--- src/hw/rtl/chunked_body_decoder_defines.svh ---
// Assertion macros for the chunked body decoder.
// Used by chunked_body_decoder.sv; depends on nothing else.
`ifndef CHUNKED_BODY_DECODER_DEFINES_SVH
`define CHUNKED_BODY_DECODER_DEFINES_SVH

// Same-cycle implication, checked outside reset.
`define CBD_ASSERT_NOW(label, clk, rst, ante, cons, msg) \
  label: assert property (@(posedge clk) disable iff (rst) (ante) |-> (cons)) \
    else $error(msg);

// Next-cycle implication, checked outside reset.
`define CBD_ASSERT_NEXT(label, clk, rst, ante, cons, msg) \
  label: assert property (@(posedge clk) disable iff (rst) (ante) |=> (cons)) \
    else $error(msg);

`endif

--- src/hw/rtl/cbd_pkg.sv ---
// Shared types, codes and character constants for the chunked body decoder.
// Used by chunked_body_decoder.sv; depends on nothing else.
package cbd_pkg;

  localparam int LENGTH_BITS_DEF = 32;

  typedef enum logic [2:0] {
    MODE_LEAD    = 3'd0,
    MODE_NUMBER  = 3'd1,
    MODE_REST    = 3'd2,
    MODE_DATA    = 3'd3,
    MODE_TRAILER = 3'd4,
    MODE_DONE    = 3'd5
  } mode_t;

  typedef enum logic [1:0] {
    ST_RUN   = 2'd0,
    ST_ZERO  = 2'd1,
    ST_CLEAN = 2'd2,
    ST_BAD   = 2'd3
  } status_t;

  // Sub-phase of the size number.
  localparam logic [1:0] DC_SIGN   = 2'd0;
  localparam logic [1:0] DC_ZERO   = 2'd1;
  localparam logic [1:0] DC_PREFIX = 2'd2;
  localparam logic [1:0] DC_DIGITS = 2'd3;

  localparam logic [1:0] TRAILER_BYTES = 2'd2;

  localparam logic [7:0] CH_SP    = 8'h20;
  localparam logic [7:0] CH_TAB   = 8'h09;
  localparam logic [7:0] CH_PLUS  = 8'h2B;
  localparam logic [7:0] CH_MINUS = 8'h2D;
  localparam logic [7:0] CH_ZERO  = 8'h30;
  localparam logic [7:0] CH_NINE  = 8'h39;
  localparam logic [7:0] CH_LA    = 8'h61;
  localparam logic [7:0] CH_LF_   = 8'h66;
  localparam logic [7:0] CH_UA    = 8'h41;
  localparam logic [7:0] CH_UF    = 8'h46;
  localparam logic [7:0] CH_X_LO  = 8'h78;
  localparam logic [7:0] CH_X_UP  = 8'h58;
  localparam logic [7:0] CH_CR    = 8'h0D;
  localparam logic [7:0] CH_LF    = 8'h0A;

  typedef struct packed {
    logic [7:0] data_byte;
    logic       final_byte;
  } body_req_t;

  typedef struct packed {
    logic [7:0] payload_byte;
    logic       has_payload;
    logic       chunk_first;
    logic [1:0] end_status;
  } result_t;

  // Returns {is_hex, value}.
  function automatic logic [4:0] hex_digit(input logic [7:0] b);
    logic [7:0] v;
    v = 8'd0;
    if (b >= CH_ZERO && b <= CH_NINE) begin
      v = b - CH_ZERO;
      return {1'b1, v[3:0]};
    end else if (b >= CH_LA && b <= CH_LF_) begin
      v = b - CH_LA + 8'd10;
      return {1'b1, v[3:0]};
    end else if (b >= CH_UA && b <= CH_UF) begin
      v = b - CH_UA + 8'd10;
      return {1'b1, v[3:0]};
    end
    return 5'd0;
  endfunction

endpackage

--- src/hw/rtl/chunked_body_decoder.sv ---
// Chunked body decoder top level: size-line parser, chunk counter, result buffer.
// Depends on cbd_pkg and chunked_body_decoder_defines.svh.
//
// Takes one body byte per request and takes a new request in every cycle: all the
// work for a byte is one registered pass through the size-line parser and the
// chunk byte counter. Results (payload bytes and end markers) go into a two-entry
// output buffer, so intake stalls only when both entries are full. A request whose
// result is produced is registered onto the result port when the output entry is
// free or being taken; otherwise it waits in the buffer.
// After a final byte all parse state returns to its reset values.
`include "chunked_body_decoder_defines.svh"

module chunked_body_decoder
  import cbd_pkg::*;
#(
  parameter int LENGTH_BITS = LENGTH_BITS_DEF
) (
  input  logic      clk,
  input  logic      rst,
  input  logic      body_valid,
  output logic      body_ready,
  input  body_req_t body,
  output logic      result_valid,
  input  logic      result_ready,
  output result_t   result
);

  mode_t                  mode, mode_next;
  logic [LENGTH_BITS-1:0] length_accum, length_accum_next;
  logic [LENGTH_BITS-1:0] bytes_left, bytes_left_next;
  logic                   negative_seen, negative_seen_next;
  logic [1:0]             digit_count, digit_count_next;
  logic                   saw_cr, saw_cr_next;
  logic [1:0]             trailer_left, trailer_left_next;

  status_t                stop_status;
  status_t                end_code;
  logic                   swallow;
  logic                   pay;
  logic                   produce;
  logic                   body_fire;
  logic [7:0]             b;
  logic [4:0]             hex;
  logic                   overflow;
  result_t                result_new;

  logic                   skid_valid;
  result_t                skid;

  assign b         = body.data_byte;
  assign hex       = hex_digit(b);
  assign body_fire = body_valid && body_ready;
  // A further digit would not fit when any of the top four bits is already set.
  assign overflow  = |length_accum[LENGTH_BITS-1 -: 4];

  // Next state of the parser.
  always_comb begin
    mode_next          = mode;
    length_accum_next  = length_accum;
    bytes_left_next    = bytes_left;
    negative_seen_next = negative_seen;
    digit_count_next   = digit_count;
    saw_cr_next        = saw_cr;
    trailer_left_next  = trailer_left;
    stop_status        = ST_RUN;
    swallow            = 1'b0;

    unique case (mode)
      MODE_LEAD: begin
        if (b == CH_SP || b == CH_TAB) begin
          mode_next = MODE_LEAD;
        end else if (b == CH_PLUS || b == CH_MINUS) begin
          negative_seen_next = (b == CH_MINUS);
          digit_count_next   = DC_SIGN;
          mode_next          = MODE_NUMBER;
        end else if (b == CH_ZERO) begin
          digit_count_next = DC_ZERO;
          mode_next        = MODE_NUMBER;
        end else if (hex[4]) begin
          mode_next = MODE_NUMBER;
          if (overflow) begin
            length_accum_next = '1;
            stop_status       = ST_BAD;
          end else begin
            length_accum_next = {length_accum[LENGTH_BITS-5:0], hex[3:0]};
            digit_count_next  = DC_DIGITS;
          end
        end else begin
          mode_next   = MODE_REST;
          saw_cr_next = (b == CH_CR);
        end
      end
      MODE_NUMBER: begin
        if (digit_count == DC_ZERO && (b == CH_X_LO || b == CH_X_UP)) begin
          digit_count_next = DC_PREFIX;
        end else if (digit_count == DC_SIGN && b == CH_ZERO) begin
          digit_count_next = DC_ZERO;
        end else if (hex[4]) begin
          if (overflow) begin
            length_accum_next = '1;
            stop_status       = ST_BAD;
          end else begin
            length_accum_next = {length_accum[LENGTH_BITS-5:0], hex[3:0]};
            digit_count_next  = DC_DIGITS;
          end
        end else begin
          mode_next   = MODE_REST;
          saw_cr_next = (b == CH_CR);
        end
      end
      MODE_REST: begin
        if (saw_cr && b == CH_LF) begin
          if (negative_seen || length_accum == '0) begin
            stop_status = ST_ZERO;
          end else begin
            bytes_left_next = length_accum;
            mode_next       = MODE_DATA;
          end
          saw_cr_next = 1'b0;
        end else begin
          saw_cr_next = (b == CH_CR);
        end
      end
      MODE_DATA: begin
        bytes_left_next = bytes_left - LENGTH_BITS'(1);
        if (bytes_left == LENGTH_BITS'(1)) begin
          mode_next         = MODE_TRAILER;
          trailer_left_next = TRAILER_BYTES;
        end
      end
      MODE_TRAILER: begin
        if (trailer_left <= 2'd1) begin
          // Trailer done: start the next size line.
          mode_next          = MODE_LEAD;
          length_accum_next  = '0;
          bytes_left_next    = '0;
          negative_seen_next = 1'b0;
          digit_count_next   = DC_SIGN;
          saw_cr_next        = 1'b0;
          trailer_left_next  = 2'd0;
        end else begin
          trailer_left_next = trailer_left - 2'd1;
        end
      end
      default: begin
        mode_next = MODE_DONE;
        swallow   = 1'b1;
      end
    endcase

    if (stop_status != ST_RUN) begin
      mode_next = MODE_DONE;
    end
  end

  // Result for the byte being accepted.
  always_comb begin
    pay = (mode == MODE_DATA);
    if (stop_status != ST_RUN) begin
      end_code = stop_status;
    end else if (body.final_byte) begin
      end_code = (mode_next == MODE_DATA) ? ST_BAD : ST_CLEAN;
    end else begin
      end_code = ST_RUN;
    end
    produce                 = body_fire && !swallow && (pay || end_code != ST_RUN);
    result_new.payload_byte = pay ? b : 8'd0;
    result_new.has_payload  = pay;
    result_new.chunk_first  = pay && (bytes_left == length_accum);
    result_new.end_status   = end_code;
  end

  always_ff @(posedge clk) begin
    if (rst || (body_fire && body.final_byte)) begin
      mode          <= MODE_LEAD;
      length_accum  <= '0;
      bytes_left    <= '0;
      negative_seen <= 1'b0;
      digit_count   <= DC_SIGN;
      saw_cr        <= 1'b0;
      trailer_left  <= 2'd0;
    end else if (body_fire) begin
      mode          <= mode_next;
      length_accum  <= length_accum_next;
      bytes_left    <= bytes_left_next;
      negative_seen <= negative_seen_next;
      digit_count   <= digit_count_next;
      saw_cr        <= saw_cr_next;
      trailer_left  <= trailer_left_next;
    end
  end

  // Two-entry result buffer: the skid entry catches a result while the output waits.
  assign body_ready = !skid_valid;

  always_ff @(posedge clk) begin
    if (rst) begin
      result_valid <= 1'b0;
      skid_valid   <= 1'b0;
    end else if (!result_valid || result_ready) begin
      if (skid_valid) begin
        result_valid <= 1'b1;
        skid_valid   <= 1'b0;
      end else begin
        result_valid <= produce;
      end
    end else if (produce) begin
      skid_valid <= 1'b1;
    end
  end

  always_ff @(posedge clk) begin
    if (!result_valid || result_ready) begin
      if (skid_valid) begin
        result <= skid;
      end else if (produce) begin
        result <= result_new;
      end
    end else if (produce) begin
      skid <= result_new;
    end
  end

  `CBD_ASSERT_NOW(a_skid_behind_out, clk, rst, skid_valid, result_valid,
                  "skid full while output empty")
  `CBD_ASSERT_NOW(a_data_owed, clk, rst, mode == MODE_DATA, bytes_left != '0,
                  "data mode with no bytes owed")
  `CBD_ASSERT_NOW(a_payload_status, clk, rst, produce && result_new.has_payload,
                  result_new.end_status != ST_ZERO, "payload with zero-size status")
  `CBD_ASSERT_NEXT(a_final_restarts, clk, rst, body_fire && body.final_byte,
                   mode == MODE_LEAD && length_accum == '0, "final byte did not restart parser")

endmodule

--- config.mk ---
export PLATFORM = sky130hd
export DESIGN_NAME = chunked_body_decoder
export DESIGN_NICKNAME = d
export VERILOG_FILES = /design/src/hw/rtl/cbd_pkg.sv /design/src/hw/rtl/chunked_body_decoder.sv
export VERILOG_INCLUDE_DIRS = /design/src /design/src/hw/rtl
export SDC_FILE = /design/constraint.sdc
export NUM_CORES = 1
export LEC_CHECK = 0
export BUFFER_PORTS_ARGS = -buffer_cell sky130_fd_sc_hd__buf_2
export CAP_MARGIN = 10
export CORE_ASPECT_RATIO = 1.1
export CORE_MARGIN = 8
export CORE_UTILIZATION = 55
export CTS_BUF_LIST = sky130_fd_sc_hd__clkbuf_2
export CTS_CLUSTER_SIZE = 12
export DETAILED_ROUTE_END_ITERATION = 6
export PLACE_DENSITY = 0.86
export SYNTH_ARGS = -nofsm -noshare
export SYNTH_HDL_FRONTEND = slang
export SYNTH_SLANG_ARGS = --single-unit
--- constraint.sdc ---
create_clock -name clk -period 3 [get_ports clk]
set_clock_uncertainty 0.15 [all_clocks]
set_input_delay 0.15 -clock clk [delete_from_list [all_inputs] [get_ports clk]]
set_output_delay 0.15 -clock clk [all_outputs]
set_load 0.01 [all_outputs]
**Word level (Yosys, flattened, before mapping)**

Cells that the tools add are included.

- Input port bits: 13
- Word-level logic and storage cells: 174
- Flip-flop bits (word level): 99
- Output and inout bits: 14

- Magnitude comparators: 7
- Eq/ne operators: 27
- Bitwise gates (word level): 1
- Multiplexer cells: 73
- Reduce and logical (&&, ||, !) cells: 42
- $add $sub $neg: 7

Operators by type and width:

| cell | number |
|---|---|
| 2-to-1 mux 32 bit | 10 |
| one-hot mux 32 bit (3 select lines) | 2 |
| 2-to-1 mux 2 bit | 23 |
| == test 32 x 1 -> 1 bit, second input constant | 1 |
| == test 32 bit | 1 |
| == test 8 x 6 -> 1 bit, second input constant | 4 |
| zero test 32 bit | 1 |
| subtractor 32 x 1 -> 32 bit, second input constant | 1 |
| == test 8 x 4 -> 1 bit, second input constant | 3 |
| 2-to-1 mux 12 bit | 2 |
| 2-to-1 mux 3 bit | 8 |
| 2-to-1 mux 5 bit | 4 |
| inequality test 2 bit, second input constant | 9 |
| 2-to-1 mux 1 bit | 17 |
| == test 8 x 7 -> 1 bit, second input constant | 2 |
| greater-or-equal comparator 8 x 7 -> 1 bit, second input constant | 2 |
| less-or-equal comparator 8 x 7 -> 1 bit, second input constant | 2 |
| AND reduction 8 bit | 2 |
| one-hot mux 3 bit (5 select lines) | 1 |
| one-hot mux 2 bit (3 select lines) | 2 |
| subtractor 4 x 1 -> 4 bit, second input constant | 3 |
| logical AND 1 bit | 11 |
| AND reduction 5 bit | 2 |
| nonzero test 2 bit | 5 |
| 27 further kinds | 39 |

**Logic depth before layout (Yosys ltp)**

Gate-level depths: netlist of run 1.

- Depth after elaboration: 22
- Depth in mapped cells: 11

**Least setup slack after synthesis of run 1**

OpenSTA, ideal clock, no wires.

- Kind: input -> register
- From: input body[2] (netlist name)
- To: register result[0] (netlist name) (enable)
- Stages on the path: 9
- Buffers on the path: 0
- Arrival: 2.334 ns
- Slack: 0.132 ns
- Data required time: 2.465 ns
- Cells stage by stage: inv_1 -> ha_1 -> o21bai_1 -> a21oi_1 -> nor2_1 -> nor4b_4 -> a21boi_4 -> a21o_1 -> a21oi_1

- Cells in the longest elaborated chain, start to end: 22

Ends and longest elaborated chain:

| element | line | text |
|---|---|---|
| start: declaration | chunked_body_decoder.sv:22 | `input body_req_t body,` |
| greater-or-equal comparator 8 x 7 -> 1 bit / less-or-equal comparator 8 x 7 -> 1 bit (equally long branches) | cbd_pkg.sv:68 | `end else if (b >= CH_UA && b <= CH_UF) begin` |
| logical AND 1 bit | cbd_pkg.sv:68 |  |
| 2-to-1 mux 1 bit | cbd_pkg.sv:68 |  |
| 2-to-1 mux 1 bit | cbd_pkg.sv:65 | `end else if (b >= CH_LA && b <= CH_LF_) begin` |
| 2-to-1 mux 1 bit | cbd_pkg.sv:62 | `if (b >= CH_ZERO && b <= CH_NINE) begin` |
| 2-to-1 mux 5 bit | cbd_pkg.sv:72 | `return 5'd0;` |
| 2-to-1 mux 2 bit | chunked_body_decoder.sv:98 | `end else if (hex[4]) begin` |
| 2-to-1 mux 2 bit | chunked_body_decoder.sv:76 | `end else if (b == CH_ZERO) begin` |
| [6 not listed] | - |  |
| 2-to-1 mux 1 bit | chunked_body_decoder.sv:162 | `end_code = (mode_next == MODE_DATA) ? ST_BAD : ST_CLEAN;` |
| 2-to-1 mux 2 bit | chunked_body_decoder.sv:161 | `end else if (body.final_byte) begin` |
| 2-to-1 mux 2 bit * | chunked_body_decoder.sv:159 | `if (stop_status != ST_RUN) begin` |
| nonzero test 2 bit * | chunked_body_decoder.sv:166 | `produce = body_fire && !swallow && (pay \|\| end_code != ST_RUN);` |
| logical OR 1 bit * | chunked_body_decoder.sv:166 |  |
| logical AND 1 bit * | chunked_body_decoder.sv:166 |  |
| nonzero test 2 bit (no line) * | - |  |
| AND reduction 2 bit (no line) * | - |  |
| end signal: assignment | chunked_body_decoder.sv:215 | `result <= skid;` |
| end signal: assignment | chunked_body_decoder.sv:217 | `result <= result_new;` |
| end: declaration | chunked_body_decoder.sv:25 | `output result_t result` |

Mark *: on every way between the ends. The rest lies on a longest branch, timed or not.
A chain may end at the register's enable or synchronous reset.

**Worst setup path after layout of run 1**

- From: input body[5] (netlist name)
- To: register skid_valid

- Cells in the longest elaborated chain, start to end: 20

Ends and longest elaborated chain:

| element | line | text |
|---|---|---|
| greater-or-equal comparator 8 x 7 -> 1 bit / less-or-equal comparator 8 x 7 -> 1 bit (equally long branches) | cbd_pkg.sv:68 |  |
| logical AND 1 bit | cbd_pkg.sv:68 |  |
| 2-to-1 mux 1 bit | cbd_pkg.sv:68 |  |
| 2-to-1 mux 1 bit | cbd_pkg.sv:65 |  |
| 2-to-1 mux 1 bit | cbd_pkg.sv:62 |  |
| 2-to-1 mux 5 bit | cbd_pkg.sv:72 |  |
| 2-to-1 mux 2 bit | chunked_body_decoder.sv:98 |  |
| 2-to-1 mux 2 bit | chunked_body_decoder.sv:76 |  |
| [4 not listed] | - |  |
| 2-to-1 mux 3 bit | chunked_body_decoder.sv:151 | `if (stop_status != ST_RUN) begin` |
| == test 3 x 2 -> 1 bit | chunked_body_decoder.sv:162 |  |
| 2-to-1 mux 1 bit | chunked_body_decoder.sv:162 |  |
| 2-to-1 mux 2 bit | chunked_body_decoder.sv:161 |  |
| 2-to-1 mux 2 bit * | chunked_body_decoder.sv:159 |  |
| nonzero test 2 bit * | chunked_body_decoder.sv:166 |  |
| logical OR 1 bit * | chunked_body_decoder.sv:166 |  |
| logical AND 1 bit * | chunked_body_decoder.sv:166 |  |
| end signal: assignment | chunked_body_decoder.sv:199 | `skid_valid <= 1'b0;` |
| end signal: assignment | chunked_body_decoder.sv:203 | `skid_valid <= 1'b0;` |
| end signal: assignment | chunked_body_decoder.sv:208 | `skid_valid <= 1'b1;` |
| end: declaration | chunked_body_decoder.sv:47 | `logic skid_valid;` |

Marks and branches as above.

==> flow_summary.rst, run 1 <==
.. list-table::
   :header-rows: 1

   * - Metric
     - Value
   * - Most common library cell in the layout ignoring fill and taps
     - dfxtp_1
   * - Combinational group share of total power
     - 14.8%
   * - Startpoint types
     - input pin
   * - Via count normalized by instance count
     - 6.494
   * - Die Span X
     - 114.0 µm
   * - Cell leakage power
     - 2.366 nW
   * - # rows
     - 39
   * - Area grow syn2layout
     - 12.54%
   * - Final Hold Violating Endpoints
     - 0
   * - Part of the total power dissipated in the clock network
     - 29.1%
   * - Cell area after synthesis
     - 5808 µm²
   * - Routed via count
     - 5637
   * - Number of nets with antenna violations after detailed routing
     - 0
   * - IO buf count
     - 26
   * - # clock sinks
     - 99
   * - Destination of the worst register-to-register timing path
     - skid_valid
   * - Dominant cells by area after synthesis
     - dfxtp_1, edfxtp_1, o21ai_1
   * - CTS clock-pin slew for the worst setup and hold paths
     - 250 ps
   * - Largest net degree at the start of global routing
     - 44
   * - Number of synthesized flops with an enable pin
     - 24
   * - Count of max-cap constraint violations
     - 0
   * - CTS Buf Count
     - 9
   * - Synth area leader
     - dfxtp_1
   * - I/O pin cnt
     - 27
   * - Highest metal layer with signal wires
     - met4
   * - Peak Freq
     - 347.3 MHz
   * - Min-Delay Endpoint
     - digit_count[0]
   * - Share of final-layout standard cells stronger than drive strength 1
     - 15.59%
   * - Setup repair after global routing missed its margin
     - false
   * - Maximum level of the CTS H-tree
     - 3
   * - Worst reg2reg path startpoint
     - length_accum[5]
   * - Sum of met2 wire segment lengths after detailed routing
     - 7942 µm
   * - Vias in the first global route
     - 5311
   * - Distinct cell type count of the synthesized netlist
     - 69
   * - Proportion of synthesized chip area in sequential cells
     - 38.26%
   * - Critical path data arrival time
     - 3300 ps
   * - N_diodes
     - 0
   * - Type of the worst min-delay path
     - in -> reg
   * - Max-slew violations
     - 0
   * - Run status
     - finished clean
   * - Latest clock arrival within the worst-skew pair
     - 620 ps
   * - Post-layout net count
     - 740
   * - Starting utilization of the core area
     - 56.14%
   * - Post-CTS setup buffers
     - 0
   * - Antenna violations before repair
     - 0
   * - Hold Crit Depth
     - 4
   * - Global placer's final weighted congestion
     - 0.9607
   * - Post-synth net total
     - 708
   * - Final Cycle Share
     - 95.98%
   * - CTS tree
     - done
   * - Final global-route overflow total
     - 0
   * - Kind of capture point of the worst setup path
     - flip-flop
   * - Max Root-Sink Buffers
     - 2
   * - Crit path kind
     - in -> reg
   * - Launch point of the worst hold path
     - rst
   * - Worst Max-Slew Pin Slew
     - 765.7 ps
   * - Count of placed standard cells including taps
     - 838
   * - Core area
     - 10340 µm²
   * - Internal reg-to-reg setup slack
     - 160 ps
   * - Switching power
     - 0.0007033 W
   * - Worst Slack Setup Final
     - 120.5 ps
   * - Yosys synthesis warning count
     - 0
   * - Summed negative setup slack over all endpoints
     - 0 ps
   * - Worst slack at placement
     - 175.3 ps
   * - Cells on worst reg2reg path
     - 8
   * - Final cell count without fillers
     - 868
   * - Sequential fraction of design power
     - 56.1%
   * - Power per cell area
     - 381.0 nW/µm²
   * - Seq cells post-synth
     - 99
   * - Detailed-router iteration count before antenna repair
     - 5
   * - Post-layout minimum cycle time
     - 2879 ps
   * - M1 WL
     - 6682 µm
   * - Total die area
     - 14110 µm²
   * - Filler Cell Count
     - 880
   * - Util after Layout
     - 63.18%
   * - Synthesized netlist cell count
     - 689
   * - Cell at the root of the clock tree
     - clkbuf_2
   * - Most common flop cell mapped by yosys
     - dfxtp_1
   * - Mean area per synthesized cell
     - 8.430 µm²
   * - Proportion of register bits with asynchronous set or reset after synthesis
     - 0%
   * - Max rail drop VDD
     - 0.2004 mV
   * - Height of the die
     - 123.8 µm
   * - GRT Overall Usage
     - 23.34%
   * - Worst-path fanout max
     - 6
   * - Total wire length after detailed routing
     - 16400 µm
   * - Cell internal power dissipation
     - 0.001787 W
   * - Post-synth top area share
     - 25.85%
   * - Leading cell types in the layout, fill and taps excluded
     - dfxtp_1, nor2_1, nand2_1
   * - Number of DRC violations after detailed routing
     - 0
   * - Average routed wire per standard cell
     - 18.90 µm
   * - Routed met3 length
     - 1125 µm
   * - Global-route wire length before repair
     - 26510 µm
   * - Setup-violating endpoint count in the final report
     - 0
   * - Fraction of power spent switching nets
     - 28.24%
   * - Iteration-0 DRC Markers
     - 630
   * - Critical Path RT
     - 3420 ps
   * - Slew headroom
     - 48.15%
   * - Post-DP HPWL
     - 11320 µm
[what timing repair did]
item,CTS,global route
resized for setup,0,9
hold buffers,15,0
setup endpoints to repair,0,4
endpoints found under the hold margin,57,0
[metrics by stage]
step / area [µm²] / total power (W) / hold WS [ps]
after global routing: 6536 / 0.002579 / 324.2
after CTS: 6486 / 0.002483 / 291.8
after detailed placement: 6208 / 0.001761 / 203.5
after global placement: 6208 / 0.001750 / 192.0
after floorplan: 5808 / 0.001653 / 69.07
final: 6536 / 0.002491 / 308.9
[synthesized netlist by cell type (14+ instances only)]
master,number
o211ai_1,29
clkbuf_1,39
nor4_1,16
nor3_1,28
nor2_1,64
o21ai_0,24
a22oi_1,15
buf_2,14
edfxtp_1,24
nand2_1,50
a21oi_1,33
nand3_1,39
dfxtp_1,75
o21ai_1,48
xnor2_1,26
[worst max-delay path by stage]
stage,start,end,cells past startpoint
after CTS,body[2],skid_valid,12
after global routing,body[2],skid_valid,12
after global placement,body[2],result[0],10
final,body[5],skid_valid,10
after detailed placement,body[2],result[0],10
after floorplan,body[2],result[0],9
[kinds of logic (layout without fill, tap and decap cells)]
kind of cell	count (synthesis)	in the layout	synth area share [%]
compound gates	213	213	24.28
flops	99	99	38.26
mux	12	12	2.391
xor+xnor	39	39	5.881
fa+ha+maj	6	6	1.293
buf+inv	69	105	5.019
simple gates	251	251	22.88
[critical path: stages]
cell and delay (ps):
dlygate4sd3_1 550, buf_2 170, nor4b_2 410, o211a_4 260
nor2_1 80, nor4b_4 350, a21boi_4 130, a21o_1 210
a2111oi_2 370, dlygate4sd3_1 590
[per-layer routing]
| metal | track usage [%] | vias up |
|---|---|---|
| li1 | - | 2639 |
| met1 | 27.43 | 2676 |
| met2 | 40.03 | 272 |
| met3 | 3.783 | 50 |
| met4 | 13.32 | 0 |
| met5 | 0 | - |
[final cells by class]
type	count	area (µm²)	area share [%]
inverter	13	48.80	0.7466
multi-input combinational	521	3371	51.57
timing repair buffer	77	588.1	8.997
tap	143	178.9	2.737
clock inverter	5	77.57	1.187
sequential	99	2222	34.00
clock buffer	10	50.05	0.7657
[flip-flops by register name (all words and copies together) (netlist names)]
signal and count:
skid_valid 1, digit_count 2, negative_seen 1, length_accum 32, mode 3, skid 12
result_valid 1, trailer_left 2, result 12, bytes_left 32, saw_cr 1
[power by group through the flow]
stage | Combinational (W) | Clock [W] | Sequential [W]
floorplan | 0.000228 | 0 | 0.00142
global placement | 0.000329 | 0 | 0.00142
detailed placement | 0.000339 | 0 | 0.00142
CTS | 0.000355 | 0.000731 | 0.00140
global route | 0.000397 | 0.000782 | 0.00140
finish | 0.000368 | 0.000726 | 0.00140
No activity file was read; power rests on OpenSTA's default activity.
==> run 2, diff against run 1 <==
SETUP_SLACK_MARGIN = 0.2   (was unset)
==> flow_summary.rst, run 2 (same netlist as run 1, synthesis figures left out) <==
.. list-table::
   :header-rows: 1

   * - Metric
     - Value
   * - CTS clock-pin slew for the worst setup and hold paths
     - 260 ps
   * - Number of nets with antenna violations after detailed routing
     - 0
   * - Max Root-Sink Buffers
     - 2
   * - Final cell count without fillers
     - 870
   * - Largest registers
     - bytes_left (32), length_accum (32)
   * - Average routed wire per standard cell
     - 18.99 µm
   * - Total wire length after detailed routing
     - 16520 µm
   * - Post-layout net count
     - 741
   * - Height of the die
     - 123.8 µm
   * - Antenna violations before repair
     - 0
   * - Hold Crit Depth
     - 3
   * - Combinational group share of total power
     - 16.0%
   * - IO buf count
     - 26
   * - Cells on worst reg2reg path
     - 7
   * - CTS tree
     - done
   * - Max-slew violations
     - 0
   * - Number of DRC violations after detailed routing
     - 0
   * - Critical Path RT
     - 3370 ps
   * - Count of placed standard cells including taps
     - 838
   * - Post-DP HPWL
     - 11750 µm
   * - Worst reg2reg path startpoint
     - bytes_left[19]
   * - Crit path kind
     - in -> reg
   * - Most common library cell in the layout ignoring fill and taps
     - dfxtp_1
   * - CTS Buf Count
     - 9
   * - Summed negative setup slack over all endpoints
     - 0 ps
   * - Worst Max-Slew Pin Slew
     - 709.0 ps
   * - Destination of the worst register-to-register timing path
     - result[0]
   * - # rows
     - 39
   * - Part of the total power dissipated in the clock network
     - 23.8%
   * - Startpoint types
     - input pin
   * - # clock sinks
     - 99
   * - Worst-path fanout max
     - 10
   * - Final Cycle Share
     - 90.56%
   * - Setup-violating endpoint count in the final report
     - 0
   * - N_diodes
     - 0
   * - Leading cell types in the layout, fill and taps excluded
     - dfxtp_1, nor2_1, nand2_1
   * - Launch point of the worst hold path
     - result_ready
   * - Final global-route overflow total
     - 0
   * - Critical path data arrival time
     - 3090 ps
   * - Iteration-0 DRC Markers
     - 482
   * - Min-Delay Endpoint
     - skid_valid
   * - Power per cell area
     - 356.1 nW/µm²
   * - Cell leakage power
     - 2.363 nW
   * - Final cell area excluding filler cells
     - 6511 µm²
   * - Via count normalized by instance count
     - 6.477
   * - Share of final-layout standard cells stronger than drive strength 1
     - 15.96%
   * - Starting utilization of the core area
     - 56.14%
   * - Maximum level of the CTS H-tree
     - 3
   * - Fraction of power spent switching nets
     - 30.18%
   * - Switching power
     - 0.0006999 W
   * - Area grow syn2layout
     - 12.11%
   * - Total die area
     - 14110 µm²
   * - Internal reg-to-reg setup slack
     - 320 ps
   * - Cell area reported after detailed placement
     - 6200 µm²
   * - Count of max-cap constraint violations
     - 0
   * - Global-route wire length before repair
     - 26870 µm
   * - Worst slack at placement
     - 184.6 ps
   * - Global placer's final weighted congestion
     - 0.9304
   * - Slew headroom
     - 52.63%
   * - Latest clock arrival within the worst-skew pair
     - 590 ps
   * - Kind of capture point of the worst setup path
     - flip-flop
   * - Sequential fraction of design power
     - 60.3%
   * - Type of the worst min-delay path
     - in -> reg
   * - Cell internal power dissipation
     - 0.001619 W
   * - Run status
     - finished clean
   * - Largest net degree at the start of global routing
     - 45
   * - GRT Overall Usage
     - 23.66%
   * - Max rail drop VDD
     - 0.1774 mV
   * - Setup repair after global routing missed its margin
     - false
   * - Final Hold Violating Endpoints
     - 0
   * - Peak Freq
     - 368.1 MHz
   * - Vias in the first global route
     - 5334
   * - Routed via count
     - 5635
   * - I/O pin cnt
     - 27
   * - Post-layout minimum cycle time
     - 2717 ps
   * - Cell at the root of the clock tree
     - clkbuf_2
   * - Die Span X
     - 114.0 µm
   * - Post-CTS setup buffers
     - 0
   * - Worst Slack Setup Final
     - 283.1 ps
   * - Core area
     - 10340 µm²
   * - Detailed-router iteration count before antenna repair
     - 5
   * - Filler Cell Count
     - 893
==> run 2: final cells by class <==
| class | count | area [µm²] | area share (%) |
|---|---|---|---|
| well taps | 143 | 178.9 | 2.748 |
| multi-input cells | 521 | 3392 | 52.09 |
| repair buffers | 78 | 585.6 | 8.993 |
| inverters | 13 | 51.30 | 0.7879 |
| flip-flops and latches | 99 | 2222 | 34.13 |
| clock inverters | 6 | 31.28 | 0.4804 |
| clock buffers | 10 | 50.05 | 0.7686 |
==> run 2: per-layer routing <==
metal	track usage, %	vias to the layer above	wire length, µm
met1	27.39	2666	6547
met3	3.637	58	1274
met4	14.15	0	735
li1	-	2633	-
met2	40.95	278	7966
met5	0	-	0
==> run 2: what timing repair did <==
action / in CTS / in global routing
endpoints found under the hold margin: 50 / 0
gates cloned: 0 / 0
hold buffers: 16 / 0
setup endpoints to repair: 1 / 14
gates resized for setup: 1 / 13
==> run 2: worst max-delay path by stage <==
stage	from	to	slack [ps]	depth (start not counted)
after CTS	body[2]	result_valid	210	12
after global routing	body[4]	result_valid	200	10
after floorplan	body[2]	skid[0]	340	8
after global placement	body[2]	result[0]	240	10
final	body[4]	result_valid	280	10
after detailed placement	body[2]	result[0]	180	10
==> run 2: per-stage QoR <==
step	hold slack, ps	total power (W)	util [%]
after CTS	92.41	0.002309	62.34
final	116.1	0.002319	62.94
after global routing	146.0	0.002394	62.94
after floorplan	69.07	0.001653	-
after detailed placement	208.1	0.001762	59.93
after global placement	192.6	0.001750	59.93
==> run 2: power by group through the flow <==
stage / Combinational [W] / Clock, W / Sequential [W]
global route: 0.000399 / 0.000595 / 0.00140
floorplan: 0.000229 / 0 / 0.00142
detailed placement: 0.000340 / 0 / 0.00142
finish: 0.000370 / 0.000551 / 0.00140
global placement: 0.000329 / 0 / 0.00142
CTS: 0.000356 / 0.000557 / 0.00140
==> run 2: worst max-delay path, cell delays in order <==
cell           delay [ps]
dlygate4sd3_1         520
buf_2                 250
nand4b_1              140
nor3b_1               350
o21ai_1               200
a32o_1                360
a21boi_4              250
a21o_1                230
a21oi_1                80
dlygate4sd3_1         560
